<file path="src/sv/rational_arith_unit_top_assert.svh">
// Assertion macros used by the top-level RTL file.
`ifndef RATIONAL_ARITH_UNIT_TOP_ASSERT_SVH
`define RATIONAL_ARITH_UNIT_TOP_ASSERT_SVH

// ante true at a clock edge implies cons at the same edge
`define RAU_ASSERT_IMPL(lbl, clk, rst_n, ante, cons, msg) \
    lbl: assert property (@(posedge clk) disable iff (!rst_n) (ante) |-> (cons)) \
        else $error(msg);

// ante true at a clock edge implies cons at the next edge
`define RAU_ASSERT_NEXT(lbl, clk, rst_n, ante, cons, msg) \
    lbl: assert property (@(posedge clk) disable iff (!rst_n) (ante) |=> (cons)) \
        else $error(msg);

`endif

</file>
<file path="src/sv/rau_pkg.sv">
package rau_pkg;

    localparam int OPERAND_BITS = 16;
    localparam int MAG_BITS     = OPERAND_BITS - 1;
    localparam int ACC_BITS_DEF = 32;
    localparam int RES_BITS     = 32;

    localparam logic [2:0] OP_LOAD = 3'd0;
    localparam logic [2:0] OP_ADD  = 3'd1;
    localparam logic [2:0] OP_MUL  = 3'd2;
    localparam logic [2:0] OP_EQ   = 3'd3;
    localparam logic [2:0] OP_NE   = 3'd4;
    localparam logic [2:0] OP_ACC  = 3'd5;

    typedef struct packed {
        logic [2:0]                     opcode;
        logic signed [OPERAND_BITS-1:0] operand_num;
        logic signed [OPERAND_BITS-1:0] operand_den;
    } t_in_word;

    typedef struct packed {
        logic [RES_BITS-1:0] result_num;
        logic [RES_BITS-1:0] result_den;
        logic                result_empty;
        logic                compare_true;
        logic                overflow;
    } t_out_word;

endpackage

</file>
<file path="src/sv/rau_reduce.sv">
module rau_reduce #(
    parameter int MAG_BITS = rau_pkg::MAG_BITS
) (
    input  logic                i_clk,
    input  logic                i_rst_n,
    input  logic                i_start,
    input  logic [MAG_BITS-1:0] i_num,
    input  logic [MAG_BITS-1:0] i_den,
    output logic                o_done,
    output logic [MAG_BITS-1:0] o_num,
    output logic [MAG_BITS-1:0] o_den
);

    localparam int KW = $clog2(MAG_BITS);

    typedef enum logic [2:0] {
        R_IDLE = 3'b001,
        R_GCD  = 3'b010,
        R_DIV  = 3'b100
    } t_rstate;

    t_rstate             r_state, n_state;
    logic [MAG_BITS-1:0] r_a, n_a, r_b, n_b, r_g, n_g;
    logic [MAG_BITS-1:0] r_qn, n_qn, r_qd, n_qd, r_rn, n_rn, r_rd, n_rd;
    logic [KW-1:0]       r_k, n_k, r_cnt, n_cnt;
    logic                r_done, n_done;

    logic [MAG_BITS:0]   tn, td, gx;
    logic                ge_n, ge_d;

    // Binary gcd, then both values divided by it one quotient bit per cycle.
    always_comb begin
        n_state = r_state;
        n_a     = r_a;
        n_b     = r_b;
        n_g     = r_g;
        n_qn    = r_qn;
        n_qd    = r_qd;
        n_rn    = r_rn;
        n_rd    = r_rd;
        n_k     = r_k;
        n_cnt   = r_cnt;
        n_done  = 1'b0;
        gx      = {1'b0, r_g};
        tn      = {r_rn, r_qn[MAG_BITS-1]};
        td      = {r_rd, r_qd[MAG_BITS-1]};
        ge_n    = (tn >= gx);
        ge_d    = (td >= gx);
        case (r_state)
            R_IDLE: begin
                if (i_start) begin
                    n_a     = i_num;
                    n_b     = i_den;
                    n_qn    = i_num;
                    n_qd    = i_den;
                    n_k     = '0;
                    n_state = R_GCD;
                end
            end
            R_GCD: begin
                if (r_a == r_b) begin
                    n_g     = r_a << r_k;
                    n_rn    = '0;
                    n_rd    = '0;
                    n_cnt   = '0;
                    n_state = R_DIV;
                end else if (!r_a[0] && !r_b[0]) begin
                    n_a = r_a >> 1;
                    n_b = r_b >> 1;
                    n_k = r_k + KW'(1);
                end else if (!r_a[0]) begin
                    n_a = r_a >> 1;
                end else if (!r_b[0]) begin
                    n_b = r_b >> 1;
                end else if (r_a > r_b) begin
                    n_a = (r_a - r_b) >> 1;
                end else begin
                    n_b = (r_b - r_a) >> 1;
                end
            end
            R_DIV: begin
                n_rn = ge_n ? MAG_BITS'(tn - gx) : tn[MAG_BITS-1:0];
                n_rd = ge_d ? MAG_BITS'(td - gx) : td[MAG_BITS-1:0];
                n_qn = {r_qn[MAG_BITS-2:0], ge_n};
                n_qd = {r_qd[MAG_BITS-2:0], ge_d};
                if (r_cnt == KW'(MAG_BITS - 1)) begin
                    n_done  = 1'b1;
                    n_state = R_IDLE;
                end else begin
                    n_cnt = r_cnt + KW'(1);
                end
            end
            default: begin
                n_state = R_IDLE;
            end
        endcase
    end

    always_ff @(posedge i_clk) begin
        if (!i_rst_n) begin
            r_state <= R_IDLE;
            r_done  <= 1'b0;
        end else begin
            r_state <= n_state;
            r_done  <= n_done;
        end
    end

    always_ff @(posedge i_clk) begin
        r_a   <= n_a;
        r_b   <= n_b;
        r_g   <= n_g;
        r_qn  <= n_qn;
        r_qd  <= n_qd;
        r_rn  <= n_rn;
        r_rd  <= n_rd;
        r_k   <= n_k;
        r_cnt <= n_cnt;
    end

    assign o_done = r_done;
    assign o_num  = r_qn;
    assign o_den  = r_qd;

endmodule

</file>
<file path="src/sv/rational_arith_unit_top.sv">
// Fraction arithmetic unit with an accumulator fraction.
// Input channel: i_in_valid / o_in_stall carry one word (opcode, operand
// numerator, operand denominator); a word is taken at an edge with valid high
// and stall low. Output channel: o_out_valid / i_out_stall carry one result
// word per input word, in order.
// Steps per word: it is taken, then operand reduction when the operand is not
// empty, its numerator is nonzero and the opcode is load to accumulate (binary
// gcd step by step, then bit-serial division of both values by the gcd, then a
// hand-over), then the cross products on one shared 32 x MAG_BITS multiplier, a
// 32-bit slice of the accumulator at a time (three products for add and
// accumulate, two for multiply and the compares, only when neither side is
// empty), then the result register is written. The next word is taken in the
// cycle after its result is written, and o_in_stall stays high the whole time.
// The output register holds a finished word while the receiver stalls; the
// next word is taken meanwhile, and its result waits until the register is
// free. The accumulator is updated in the cycle its result is written.
// Reset (i_rst_n low, synchronous) empties the accumulator, drops the output
// valid flag and lowers o_in_stall.
`include "rational_arith_unit_top_assert.svh"

module rational_arith_unit_top #(
    parameter int ACC_BITS = rau_pkg::ACC_BITS_DEF
) (
    input  logic               i_clk,
    input  logic               i_rst_n,
    input  logic               i_in_valid,
    output logic               o_in_stall,
    input  rau_pkg::t_in_word  i_in_word,
    output logic               o_out_valid,
    input  logic               i_out_stall,
    output rau_pkg::t_out_word o_out_word
);

    import rau_pkg::*;

    localparam int MW   = MAG_BITS;
    localparam int NCH  = (ACC_BITS + 31) / 32;
    localparam int PADW = NCH * 32;
    localparam int PW   = PADW + MW + 1;
    localparam int CW   = (NCH > 1) ? $clog2(NCH) : 1;

    typedef enum logic [3:0] {
        S_IDLE = 4'b0001,
        S_RED  = 4'b0010,
        S_MUL  = 4'b0100,
        S_DONE = 4'b1000
    } t_state;

    typedef struct packed {
        logic last;
        logic src_den;
        logic opd_den;
        logic dst_b;
    } t_job;

    // add/acc: A = num*od + den*on, B = den*od
    // mul:     A = num*on,          B = den*od
    // eq/ne:   A = num*od,          B = den*on
    function automatic t_job job_of(input logic [2:0] op, input logic [1:0] idx);
        t_job j;
        if (op == OP_ADD || op == OP_ACC) begin
            if (idx == 2'd0)      j = '{last: 1'b0, src_den: 1'b0, opd_den: 1'b1, dst_b: 1'b0};
            else if (idx == 2'd1) j = '{last: 1'b0, src_den: 1'b1, opd_den: 1'b0, dst_b: 1'b0};
            else                  j = '{last: 1'b1, src_den: 1'b1, opd_den: 1'b1, dst_b: 1'b1};
        end else if (op == OP_MUL) begin
            if (idx == 2'd0)      j = '{last: 1'b0, src_den: 1'b0, opd_den: 1'b0, dst_b: 1'b0};
            else                  j = '{last: 1'b1, src_den: 1'b1, opd_den: 1'b1, dst_b: 1'b1};
        end else begin
            if (idx == 2'd0)      j = '{last: 1'b0, src_den: 1'b0, opd_den: 1'b1, dst_b: 1'b0};
            else                  j = '{last: 1'b1, src_den: 1'b1, opd_den: 1'b0, dst_b: 1'b1};
        end
        return j;
    endfunction

    function automatic logic need_mul(input logic [2:0] op, input logic op_empty,
                                      input logic acc_empty);
        return !op_empty && !acc_empty && (op inside {OP_ADD, OP_MUL, OP_EQ, OP_NE, OP_ACC});
    endfunction

    t_state                r_state, n_state;
    logic [2:0]            r_op, n_op;
    logic                  r_op_empty, n_op_empty;
    logic [MW-1:0]         r_on, n_on, r_od, n_od;
    logic [ACC_BITS-1:0]   r_acc_num, n_acc_num, r_acc_den, n_acc_den;
    logic                  r_acc_empty, n_acc_empty;
    logic [PW-1:0]         r_pa, n_pa, r_pb, n_pb;
    logic [1:0]            r_job, n_job;
    logic [CW-1:0]         r_chunk, n_chunk;
    logic                  r_out_valid, n_out_valid;
    t_out_word             r_out_word;

    logic                  in_accept, in_empty, in_need_red, in_need_mul;
    logic                  red_done;
    logic [MW-1:0]         red_num, red_den;

    t_job                  job;
    logic [PADW-1:0]       src_pad;
    logic [31:0]           chunk_val;
    logic [MW-1:0]         opd;
    logic [32+MW-1:0]      prod;
    logic [PW-1:0]         addend, dst_sum;
    logic                  chunk_last;

    logic [PADW-1:0]       acc_num_pad, acc_den_pad;
    logic                  both, pa_ovf, pb_ovf, on_fit, od_fit;
    logic                  res_empty, res_cmp, res_ovf;
    logic [RES_BITS-1:0]   res_num, res_den;
    logic                  acc_wr, commit;
    logic [ACC_BITS-1:0]   acc_wr_num, acc_wr_den;
    logic                  acc_wr_empty;
    t_out_word             out_word;

    assign o_in_stall  = (r_state != S_IDLE);
    assign in_accept   = i_in_valid && !o_in_stall;
    assign in_empty    = i_in_word.operand_num[OPERAND_BITS-1]
                       | i_in_word.operand_den[OPERAND_BITS-1]
                       | (i_in_word.operand_den == '0);
    assign in_need_red = !in_empty && (i_in_word.operand_num != '0)
                       && (i_in_word.opcode inside {[OP_LOAD:OP_ACC]});
    assign in_need_mul = need_mul(i_in_word.opcode, in_empty, r_acc_empty);

    rau_reduce #(
        .MAG_BITS (MW)
    ) u_reduce (
        .i_clk   (i_clk),
        .i_rst_n (i_rst_n),
        .i_start (in_accept && in_need_red),
        .i_num   (i_in_word.operand_num[MW-1:0]),
        .i_den   (i_in_word.operand_den[MW-1:0]),
        .o_done  (red_done),
        .o_num   (red_num),
        .o_den   (red_den)
    );

    // shared multiplier: one 32-bit accumulator slice per cycle
    assign job        = job_of(r_op, r_job);
    assign src_pad    = job.src_den ? PADW'(r_acc_den) : PADW'(r_acc_num);
    assign chunk_val  = 32'(src_pad >> {r_chunk, 5'b0});
    assign opd        = job.opd_den ? r_od : r_on;
    assign prod       = (32 + MW)'(chunk_val) * (32 + MW)'(opd);
    assign addend     = PW'(prod) << {r_chunk, 5'b0};
    assign dst_sum    = (job.dst_b ? r_pb : r_pa) + addend;
    assign chunk_last = (r_chunk == CW'(NCH - 1));

    assign acc_num_pad = PADW'(r_acc_num);
    assign acc_den_pad = PADW'(r_acc_den);
    assign both        = !r_op_empty && !r_acc_empty;
    assign pa_ovf      = (r_pa >> ACC_BITS) != '0;
    assign pb_ovf      = (r_pb >> ACC_BITS) != '0;
    assign on_fit      = (r_on >> ACC_BITS) == '0;
    assign od_fit      = (r_od >> ACC_BITS) == '0;
    assign commit      = (r_state == S_DONE) && (!r_out_valid || !i_out_stall);

    always_comb begin
        res_empty    = r_acc_empty;
        res_num      = acc_num_pad[RES_BITS-1:0];
        res_den      = acc_den_pad[RES_BITS-1:0];
        res_cmp      = 1'b0;
        res_ovf      = 1'b0;
        acc_wr       = 1'b0;
        acc_wr_num   = r_acc_num;
        acc_wr_den   = r_acc_den;
        acc_wr_empty = r_acc_empty;
        case (r_op)
            OP_LOAD: begin
                if (r_op_empty) begin
                    acc_wr       = 1'b1;
                    acc_wr_num   = '0;
                    acc_wr_den   = '0;
                    acc_wr_empty = 1'b1;
                    res_empty    = 1'b1;
                end else if (!on_fit || !od_fit) begin
                    res_empty = 1'b1;
                    res_ovf   = 1'b1;
                end else begin
                    acc_wr       = 1'b1;
                    acc_wr_num   = ACC_BITS'(r_on);
                    acc_wr_den   = ACC_BITS'(r_od);
                    acc_wr_empty = 1'b0;
                    res_empty    = 1'b0;
                    res_num      = RES_BITS'(r_on);
                    res_den      = RES_BITS'(r_od);
                end
            end
            OP_ADD, OP_MUL, OP_ACC: begin
                if (!both) begin
                    res_empty = 1'b1;
                end else if (pa_ovf || pb_ovf) begin
                    res_empty = 1'b1;
                    res_ovf   = 1'b1;
                end else begin
                    res_empty = 1'b0;
                    res_num   = r_pa[RES_BITS-1:0];
                    res_den   = r_pb[RES_BITS-1:0];
                    if (r_op == OP_ACC) begin
                        acc_wr     = 1'b1;
                        acc_wr_num = r_pa[ACC_BITS-1:0];
                        acc_wr_den = r_pb[ACC_BITS-1:0];
                    end
                end
            end
            OP_EQ: begin
                res_cmp = both && (r_pa == r_pb);
            end
            OP_NE: begin
                res_cmp = both && (r_pa != r_pb);
            end
            default: begin
            end
        endcase
        out_word.result_num   = res_empty ? '0 : res_num;
        out_word.result_den   = res_empty ? '0 : res_den;
        out_word.result_empty = res_empty;
        out_word.compare_true = res_cmp;
        out_word.overflow     = res_ovf;
    end

    always_comb begin
        n_state     = r_state;
        n_op        = r_op;
        n_op_empty  = r_op_empty;
        n_on        = r_on;
        n_od        = r_od;
        n_pa        = r_pa;
        n_pb        = r_pb;
        n_job       = r_job;
        n_chunk     = r_chunk;
        n_out_valid = commit ? 1'b1 : (r_out_valid && i_out_stall);
        n_acc_num   = (commit && acc_wr) ? acc_wr_num : r_acc_num;
        n_acc_den   = (commit && acc_wr) ? acc_wr_den : r_acc_den;
        n_acc_empty = (commit && acc_wr) ? acc_wr_empty : r_acc_empty;
        case (r_state)
            S_IDLE: begin
                if (in_accept) begin
                    n_op       = i_in_word.opcode;
                    n_op_empty = in_empty;
                    n_on       = i_in_word.operand_num[MW-1:0];
                    n_od       = i_in_word.operand_den[MW-1:0];
                    n_pa       = '0;
                    n_pb       = '0;
                    n_job      = '0;
                    n_chunk    = '0;
                    if (in_need_red)      n_state = S_RED;
                    else if (in_need_mul) n_state = S_MUL;
                    else                  n_state = S_DONE;
                end
            end
            S_RED: begin
                if (red_done) begin
                    n_on    = red_num;
                    n_od    = red_den;
                    n_state = need_mul(r_op, r_op_empty, r_acc_empty) ? S_MUL : S_DONE;
                end
            end
            S_MUL: begin
                if (job.dst_b) n_pb = dst_sum;
                else           n_pa = dst_sum;
                if (chunk_last) begin
                    n_chunk = '0;
                    if (job.last) n_state = S_DONE;
                    else          n_job   = r_job + 2'd1;
                end else begin
                    n_chunk = r_chunk + CW'(1);
                end
            end
            S_DONE: begin
                if (commit) n_state = S_IDLE;
            end
            default: begin
                n_state = S_IDLE;
            end
        endcase
    end

    always_ff @(posedge i_clk) begin
        if (!i_rst_n) begin
            r_state     <= S_IDLE;
            r_out_valid <= 1'b0;
            r_acc_num   <= '0;
            r_acc_den   <= '0;
            r_acc_empty <= 1'b1;
            r_job       <= '0;
            r_chunk     <= '0;
        end else begin
            r_state     <= n_state;
            r_out_valid <= n_out_valid;
            r_acc_num   <= n_acc_num;
            r_acc_den   <= n_acc_den;
            r_acc_empty <= n_acc_empty;
            r_job       <= n_job;
            r_chunk     <= n_chunk;
        end
    end

    always_ff @(posedge i_clk) begin
        r_op       <= n_op;
        r_op_empty <= n_op_empty;
        r_on       <= n_on;
        r_od       <= n_od;
        r_pa       <= n_pa;
        r_pb       <= n_pb;
        if (commit) begin
            r_out_word <= out_word;
        end
    end

    assign o_out_valid = r_out_valid;
    assign o_out_word  = r_out_word;

    `RAU_ASSERT_NEXT(a_acc_hold, i_clk, i_rst_n, i_rst_n && !commit,
        $stable(r_acc_num) && $stable(r_acc_den) && $stable(r_acc_empty),
        "accumulator changed without a result write")
    `RAU_ASSERT_IMPL(a_mul_sides, i_clk, i_rst_n, r_state == S_MUL,
        !r_op_empty && !r_acc_empty, "products started with an empty side")
    `RAU_ASSERT_IMPL(a_red_done, i_clk, i_rst_n, red_done, r_state == S_RED,
        "reduction finished outside its wait state")
    `RAU_ASSERT_IMPL(a_out_rise, i_clk, i_rst_n, $rose(o_out_valid),
        $past(r_state == S_DONE), "output valid rose without a finished word")

endmodule

</file>
<file path="config.mk">
export PLATFORM = sky130hd
export DESIGN_NAME = rational_arith_unit_top
export DESIGN_NICKNAME = d
export VERILOG_FILES = /design/src/sv/rau_pkg.sv /design/src/sv/rau_reduce.sv /design/src/sv/rational_arith_unit_top.sv
export VERILOG_INCLUDE_DIRS = /design/src /design/src/sv
export SDC_FILE = /design/constraint.sdc
export NUM_CORES = 2
export LEC_CHECK = 0
export BUFFER_PORTS_ARGS = -buffer_cell sky130_fd_sc_hd__clkbuf_2
export CAP_MARGIN = 15
export CORE_ASPECT_RATIO = 1.5
export CORE_UTILIZATION = 65
export DETAILED_ROUTE_END_ITERATION = 10
export PLACE_DENSITY = 0.83
export SYNTH_ARGS = -nofsm -noshare
export SYNTH_HDL_FRONTEND = slang
export SYNTH_SLANG_ARGS = --single-unit
</file>
<file path="constraint.sdc">
create_clock -name i_clk -period 12.9 [get_ports i_clk]
set_clock_uncertainty 0.2 [all_clocks]
set_input_delay 1.935 -clock i_clk [delete_from_list [all_inputs] [get_ports i_clk]]
set_output_delay 1.935 -clock i_clk [all_outputs]
set_load 0.005 [all_outputs]
</file>
== Word level (Yosys, flattened, before mapping) ==
Index checks and enable logic that the tools add are counted.
W data, S select, Z words.
Word-level totals
  bits in registers: 387
  word-level logic and storage cells: 254
Cells by class
  $add $sub $neg: 9
  $mul: 1
  magnitude comparators: 5
  equal/unequal tests: 44
  shift operators: 3
  muxes and demuxes: 97
  bitwise gates (word level): 2
  reduce and logical (&&, ||, !) cells: 62
Operator list (number)
  $mux W32: 13
  $mux W15: 22
  $pmux W32 S2: 4
  $pmux W15 S2: 8
  $mux W48: 4
  $pmux W48 S2: 2
  $reduce_bool A48 Y1: 2
  $mux W4: 19
  $sub A15 B15 Y15: 4
  $add A48 B48 Y48: 1
  $eq A48 B48 Y1: 1
  $ne A48 B48 Y1: 1
  $shl A47 B6 Y48: 1
  $mul A32 B15 Y47: 1
  $ge A16 B15 Y1: 2
  $shr A32 B6 Y32: 1
  $ne A2 B2 Y1 const B: 12
  $reduce_and A5 Y1: 4
  $reduce_and A3 Y1: 6
  $logic_not A16 Y1: 1
  $pmux W4 S2: 2
  $pmux W4 S4: 1
  $reduce_and A2 Y1: 8
  $reduce_bool A16 Y1: 1
  36 further kinds: 102

== Longest topological paths before layout ==
  word-level depth: 11
  gate-level depth with buffers: 42

== By module ==
From an unflattened synthesis, not the netlist that was laid out.
Second synthesis, totals
  cells, all modules: 4216
  area total of the unflattened synthesis: 39435.3 sq um
Modules (own cells, without submodules)
  rational_arith_unit_top: instances 1, cells each 3227, area each 30579.3 sq um, seq. area each 7357.1 sq um
  rau_reduce: instances 1, cells each 989, area each 8856.0 sq um, seq. area each 3473.3 sq um

== Worst setup path before layout ==
Ideal clock, no wire load.
  kind: register to register
  start point: register r_op[1]
  end point: register r_pa[41], data pin
  arrival time: 10.233 ns
  required time: 12.540 ns
  path slack: 2.307 ns
  stages on the path, launching flop included: 40
  path buffers: 3
  cells stage by stage: edfxtp_1 -> clkbuf_1 -> nor2b_1 -> xor2_1 -> nor2_1 -> a21oi_1 -> clkbuf_1 -> mux2i_1 -> clkbuf_1 -> nor2_1 -> fa_1 -> inv_1 -> fa_1 -> inv_1 -> fa_1 -> fa_1 -> fa_1 -> inv_1 -> [4 not listed] -> a21boi_0 -> a311o_1 -> a31o_2 -> a31oi_1 -> a31oi_1 -> a31oi_1 -> o21bai_1 -> xor2_1 -> ha_1 -> nand2_1 -> or3_1 -> nand2b_1 -> a31oi_1 -> o21bai_1 -> a31oi_1 -> o22ai_1 -> o21ai_0 -> mux2i_1
On the way
  word-level cells in the longest chain between the ends: 10
  elaborated cells on any way between the ends: 15
Ends and longest elaborated chain
  start: declaration: line rational_arith_unit_top.sv:81  | logic [2:0] r_op, n_op;
  start signal: assignment: line rational_arith_unit_top.sv:296  | r_op <= n_op;
  $eq A3 B2 Y1, or another cell as far along: line rational_arith_unit_top.sv:65  | end else if (op == OP_MUL) begin
  $mux W4 or $logic_or A1 B1 Y1 (tied branches): line rational_arith_unit_top.sv:65, rational_arith_unit_top.sv:61
  $mux W4 (*): line rational_arith_unit_top.sv:61  | if (op == OP_ADD || op == OP_ACC) begin
  $mux W32: line rational_arith_unit_top.sv:137  | assign src_pad = job.src_den ? PADW'(r_acc_den) : PADW'(r_acc_num);
  $shr A32 B6 Y32: line rational_arith_unit_top.sv:138  | assign chunk_val = 32'(src_pad >> {r_chunk, 5'b0});
  $mul A32 B15 Y47: line rational_arith_unit_top.sv:140  | assign prod = (32 + MW)'(chunk_val) * (32 + MW)'(opd);
  $shl A47 B6 Y48: line rational_arith_unit_top.sv:141  | assign addend = PW'(prod) << {r_chunk, 5'b0};
  $add A48 B48 Y48 (*): line rational_arith_unit_top.sv:142  | assign dst_sum = (job.dst_b ? r_pb : r_pa) + addend;
  $mux W48 (*): line rational_arith_unit_top.sv:256  | if (job.dst_b) n_pb = dst_sum;
  $pmux W48 S2 (*): line rational_arith_unit_top.sv:232  | case (r_state)
  net n_pa[41]: line rational_arith_unit_top.sv:86  | logic [PW-1:0] r_pa, n_pa, r_pb, n_pb;
  end signal: assignment: line rational_arith_unit_top.sv:300  | r_pa <= n_pa;
  end: declaration: line rational_arith_unit_top.sv:86
Mark *: on every way through the listed nets, which the timed path passes. The rest lies on a longest branch. The select of a mux whose other input is x is not followed.
A chain may end at the register's enable or synchronous reset.

== Final worst setup path ==
  start point: register r_op[1]
  end point: register r_pb[45], data pin
On the way
  word-level cells in the longest chain between the ends: 10
  elaborated cells on any way between the ends: 15
Ends and longest elaborated chain
  $eq A3 B2 Y1, or another cell as far along: line rational_arith_unit_top.sv:65
  $mux W4 or $logic_or A1 B1 Y1 (tied branches): line rational_arith_unit_top.sv:65, rational_arith_unit_top.sv:61
  $mux W4 (*): line rational_arith_unit_top.sv:61
  $mux W32: line rational_arith_unit_top.sv:137
  $shr A32 B6 Y32: line rational_arith_unit_top.sv:138
  $mul A32 B15 Y47: line rational_arith_unit_top.sv:140
  $shl A47 B6 Y48: line rational_arith_unit_top.sv:141
  $add A48 B48 Y48 (*): line rational_arith_unit_top.sv:142
  $mux W48 (*): line rational_arith_unit_top.sv:256
  $pmux W48 S2 (*): line rational_arith_unit_top.sv:232
  end signal: assignment: line rational_arith_unit_top.sv:301  | r_pb <= n_pb;
  end: declaration: line rational_arith_unit_top.sv:86
Every way passes the cells marked *; elsewhere a longest branch is shown, timed or not. The select of a mux whose other input is x is not followed.

==> impl_metrics.tcl <==
set metrics [dict create \
    yosysSeqAreaShare_pct 27.97 \
    routed_wl_mm 121.0 \
    num_vias 31850 \
    dp_hpwl_mm 93.72 \
    layout_commonest_cell "nor2_1" \
    internal_power_w 0.002181 \
    fin_area_um2 41340 \
    syn-num-nets 4804 \
    synthArstFlopShare_pct 0 \
    r2r-start "r_op[1]" \
    tns_ps 0 \
    seq_power_share_pct 47.0 \
    yosys.area_share.simple_pct 15.52 \
    crit_slowest_cell "edfxtp_1" \
    final_cell_mix "527 x nor2_1, 509 x nand2_1, 478 x inv_1" \
    die_x_um 201.3 \
    p_leak_nw 18.40 \
    cts_tree "done" \
    timing.rr.end "r_pb[45]" \
    maxCapViolations 0 \
    dieArea_um2 60560 \
    clkPwrFrac_pct 38.8 \
    yosys.area_share.xor_xnor_pct 3.936 \
    drt-wirelength-per-cell_um 24.38 \
    htree_levels 2 \
    num_rows 109 \
    antenna_found_initial 1 \
    fin_crit_ps 11900 \
    reg2reg_slack_ps 1000 \
    critPathMostFrequentCell "fa_1" \
    worst_pin_slew_ps 1188 \
    layout_setup_ws_ps 996.8 \
    gp_congestion 1.034 \
    cts-hold-fix-buffers 0 \
    synth-compound-area-share_pct 11.76 \
    endpoint_kind "register" \
    rsz0062_at_grt "no" \
    vias_per_cell 6.416 \
    synth.ff_latch_count 386 \
    clkTransAtPathRegs_ps 70 \
    clock_latency_ps 630 \
    vdd_drop_max_uv 108.0 \
    worst_hold_path_type "register to register" \
    ant_nets 0 \
    arrival_ps 12130 \
    synth_largest_area_cell "edfxtp_1" \
    post_cts_resized 0 \
    nets 4807 \
    ios 108 \
    final_util_pct 70.18 \
    worst_ep_required_time_ps 13120 \
    synth_edf_count 310 \
    drt-initial-drc-count 3491 \
    p_comb_share_pct 14.2 \
    min_to "acc_den_pad[18]" \
    setup_viol 0 \
    synth.distinct_cells 71 \
    fill_cells 4636 \
    finalHoldViolCount 0 \
    avgSynthCellArea_um2 9.331 \
    grt_max_degree 96 \
    syn_inst 4149 \
    numPortBuffers 107 \
    synth_area_um2 38710 \
    worstHoldPathCells 2 \
    overflow 0 \
    r2r_cells 38 \
    holdWs_ps 296.6 \
    worstSetupPathType "register to register" \
    finalCritPeriodShare_pct 92.27 \
    cts_buffer_depth 3 \
    synth_mux_area_share_pct 6.603 \
    max_freq_mhz 84.01 \
    yosys_warnings 0 \
    grt_first_pass_wirelength_mm 186.3 \
    synth_top_family_by_area "adder cells" \
    grt_pass1_vias 32575 \
    relSlewSlack_pct 18.55 \
    core_um2 58920 \
    synth_ff_type "edfxtp_1" \
    post_cts_buffers 0 \
    hp-start "acc_den_pad[18]" \
    yosysTopAreaCellShare_pct 24.04 \
    status "finished, final reports clean" \
    drtPass1Iterations 7 \
    p_sw_w 0.0009455 \
    grt.total_usage_pct 40.50 \
    powerDensity_nw_per_um2 75.62 \
    slew_violations 0 \
    p_sw_share_pct 30.24 \
    drc_errors 0 \
    place_ws_ps 1248 \
    max_stage_delay_ps 570 \
    synthToLayoutAreaGrowth_pct 6.793 \
    yosys.area_share.adder_pct 27.53 \
    cts_buffers 40 \
    critPathMaxFanout 32 \
    cts_root_buf "clkbuf_16" \
    die_h_um 300.9 \
    cts_sinks 386 \
    synth.area.top_cells "edfxtp_1 24%, fa_1 20%, ha_1 7.2%" \
    cp-start-kind "register" \
    start_util_pct 65.71 \
    drive_above_1_share_pct 9.799 \
    place_area_um2 39980 \
]
-- critical path: cells and delay by family (launching register included) --
kind / cells / cell delay (ps)
DFF: 1 / 570
adders and majority gates: 8 / 3810
AOI/OAI and AO/OA: 14 / 4160
buffers and inverters: 6 / 920
and+or+nand+nor: 6 / 1180
xor gates and xnor gates: 2 / 340
muxes: 2 / 490
-- registers in the layout (all words and copies together) (netlist names), 4 cells and up --
signal and cells:
u_reduce.r_a 15, r_state 4, acc_den_pad 32, u_reduce.r_b 15, o_out_word 67, r_pa 48, u_reduce.o_num 15, u_reduce.r_cnt 4
u_reduce.r_rn 15, u_reduce.r_k 4, r_pb 48, u_reduce.r_g 15, u_reduce.r_rd 15, r_on 15, acc_num_pad 32, u_reduce.o_den 15
r_od 15
-- cell usage after synthesis, types with 35 or more instances --
cell type and n:
mux2_2 138, clkbuf_1 177, nor3_1 51, a21o_1 65
ha_1 223, inv_1 478, a22oi_1 37, o21ai_0 99
nand3_1 73, xnor2_1 86, nand2_1 510, nor4_1 35
edfxtp_1 310, a21boi_0 45, a21oi_1 175, fa_1 393
mux2i_1 81, nand4_1 38, nor2_1 528, xor2_1 88
dfxtp_1 76
-- per-layer routing --
| layer | routed length (um) | GRT usage, % | up-vias |
|---|---|---|---|
| li1 | - | - | 14037 |
| met2 | 58500 | 68.19 | 1872 |
| met1 | 40920 | 46.16 | 15453 |
| met4 | 10340 | 29.91 | 0 |
| met3 | 11260 | 7.565 | 488 |
| met5 | 0 | 0 | - |
-- final cells by class --
class	count	area (um^2)	share of cell area, %
Clock buffer	46	1023	2.475
Inverter	478	1794	4.340
Clock inverter	28	296.5	0.7172
Antenna cell	3	7.507	0.01816
Timing Repair Buffer	165	991.0	2.397
Multi-Input combinational cell	3081	25430	61.51
Sequential cell	386	10830	26.20
Tap cell	777	972.2	2.351
-- power by group through the flow --
stage                     Combinational (W)  Clock (W)  Sequential, W
after global routing               0.000465    0.00126        0.00147
after CTS                          0.000429    0.00122        0.00146
final                              0.000444    0.00121        0.00147
after floorplan                    0.000279          0        0.00146
after detailed placement           0.000425          0        0.00149
after global placement             0.000423          0        0.00149
-- worst max-delay path by stage --
stage                     slack [ps]  depth (start not counted)        to    start
after floorplan                 2310                         39  r_pa[41]  r_op[1]
after global placement          1370                         38  r_pa[45]  r_op[1]
after global routing             390                         38  r_pb[45]  r_op[1]
after CTS                       1140                         38  r_pb[45]  r_op[1]
after detailed placement        1250                         38  r_pa[45]  r_op[1]
final                           1000                         38  r_pb[45]  r_op[1]
-- metrics by stage --
step	total power, W	cells
finish	0.003126	4964
global placement	0.001910	4885
CTS	0.003110	4959
floorplan	0.001742	4149
global route	0.003194	4961
detailed placement	0.001916	4885
-- cell families after synthesis --
group                    count (synthesis)
multiplexers                           234
XOR/XNOR                               174
flip-flops                             386
AND/OR/NAND/NOR                       1388
buffers and inverters                  682
AO/OA/AOI/OAI                          669
adder cells (fa/ha/maj)                616
No activity file was read; power rests on OpenSTA's default activity.
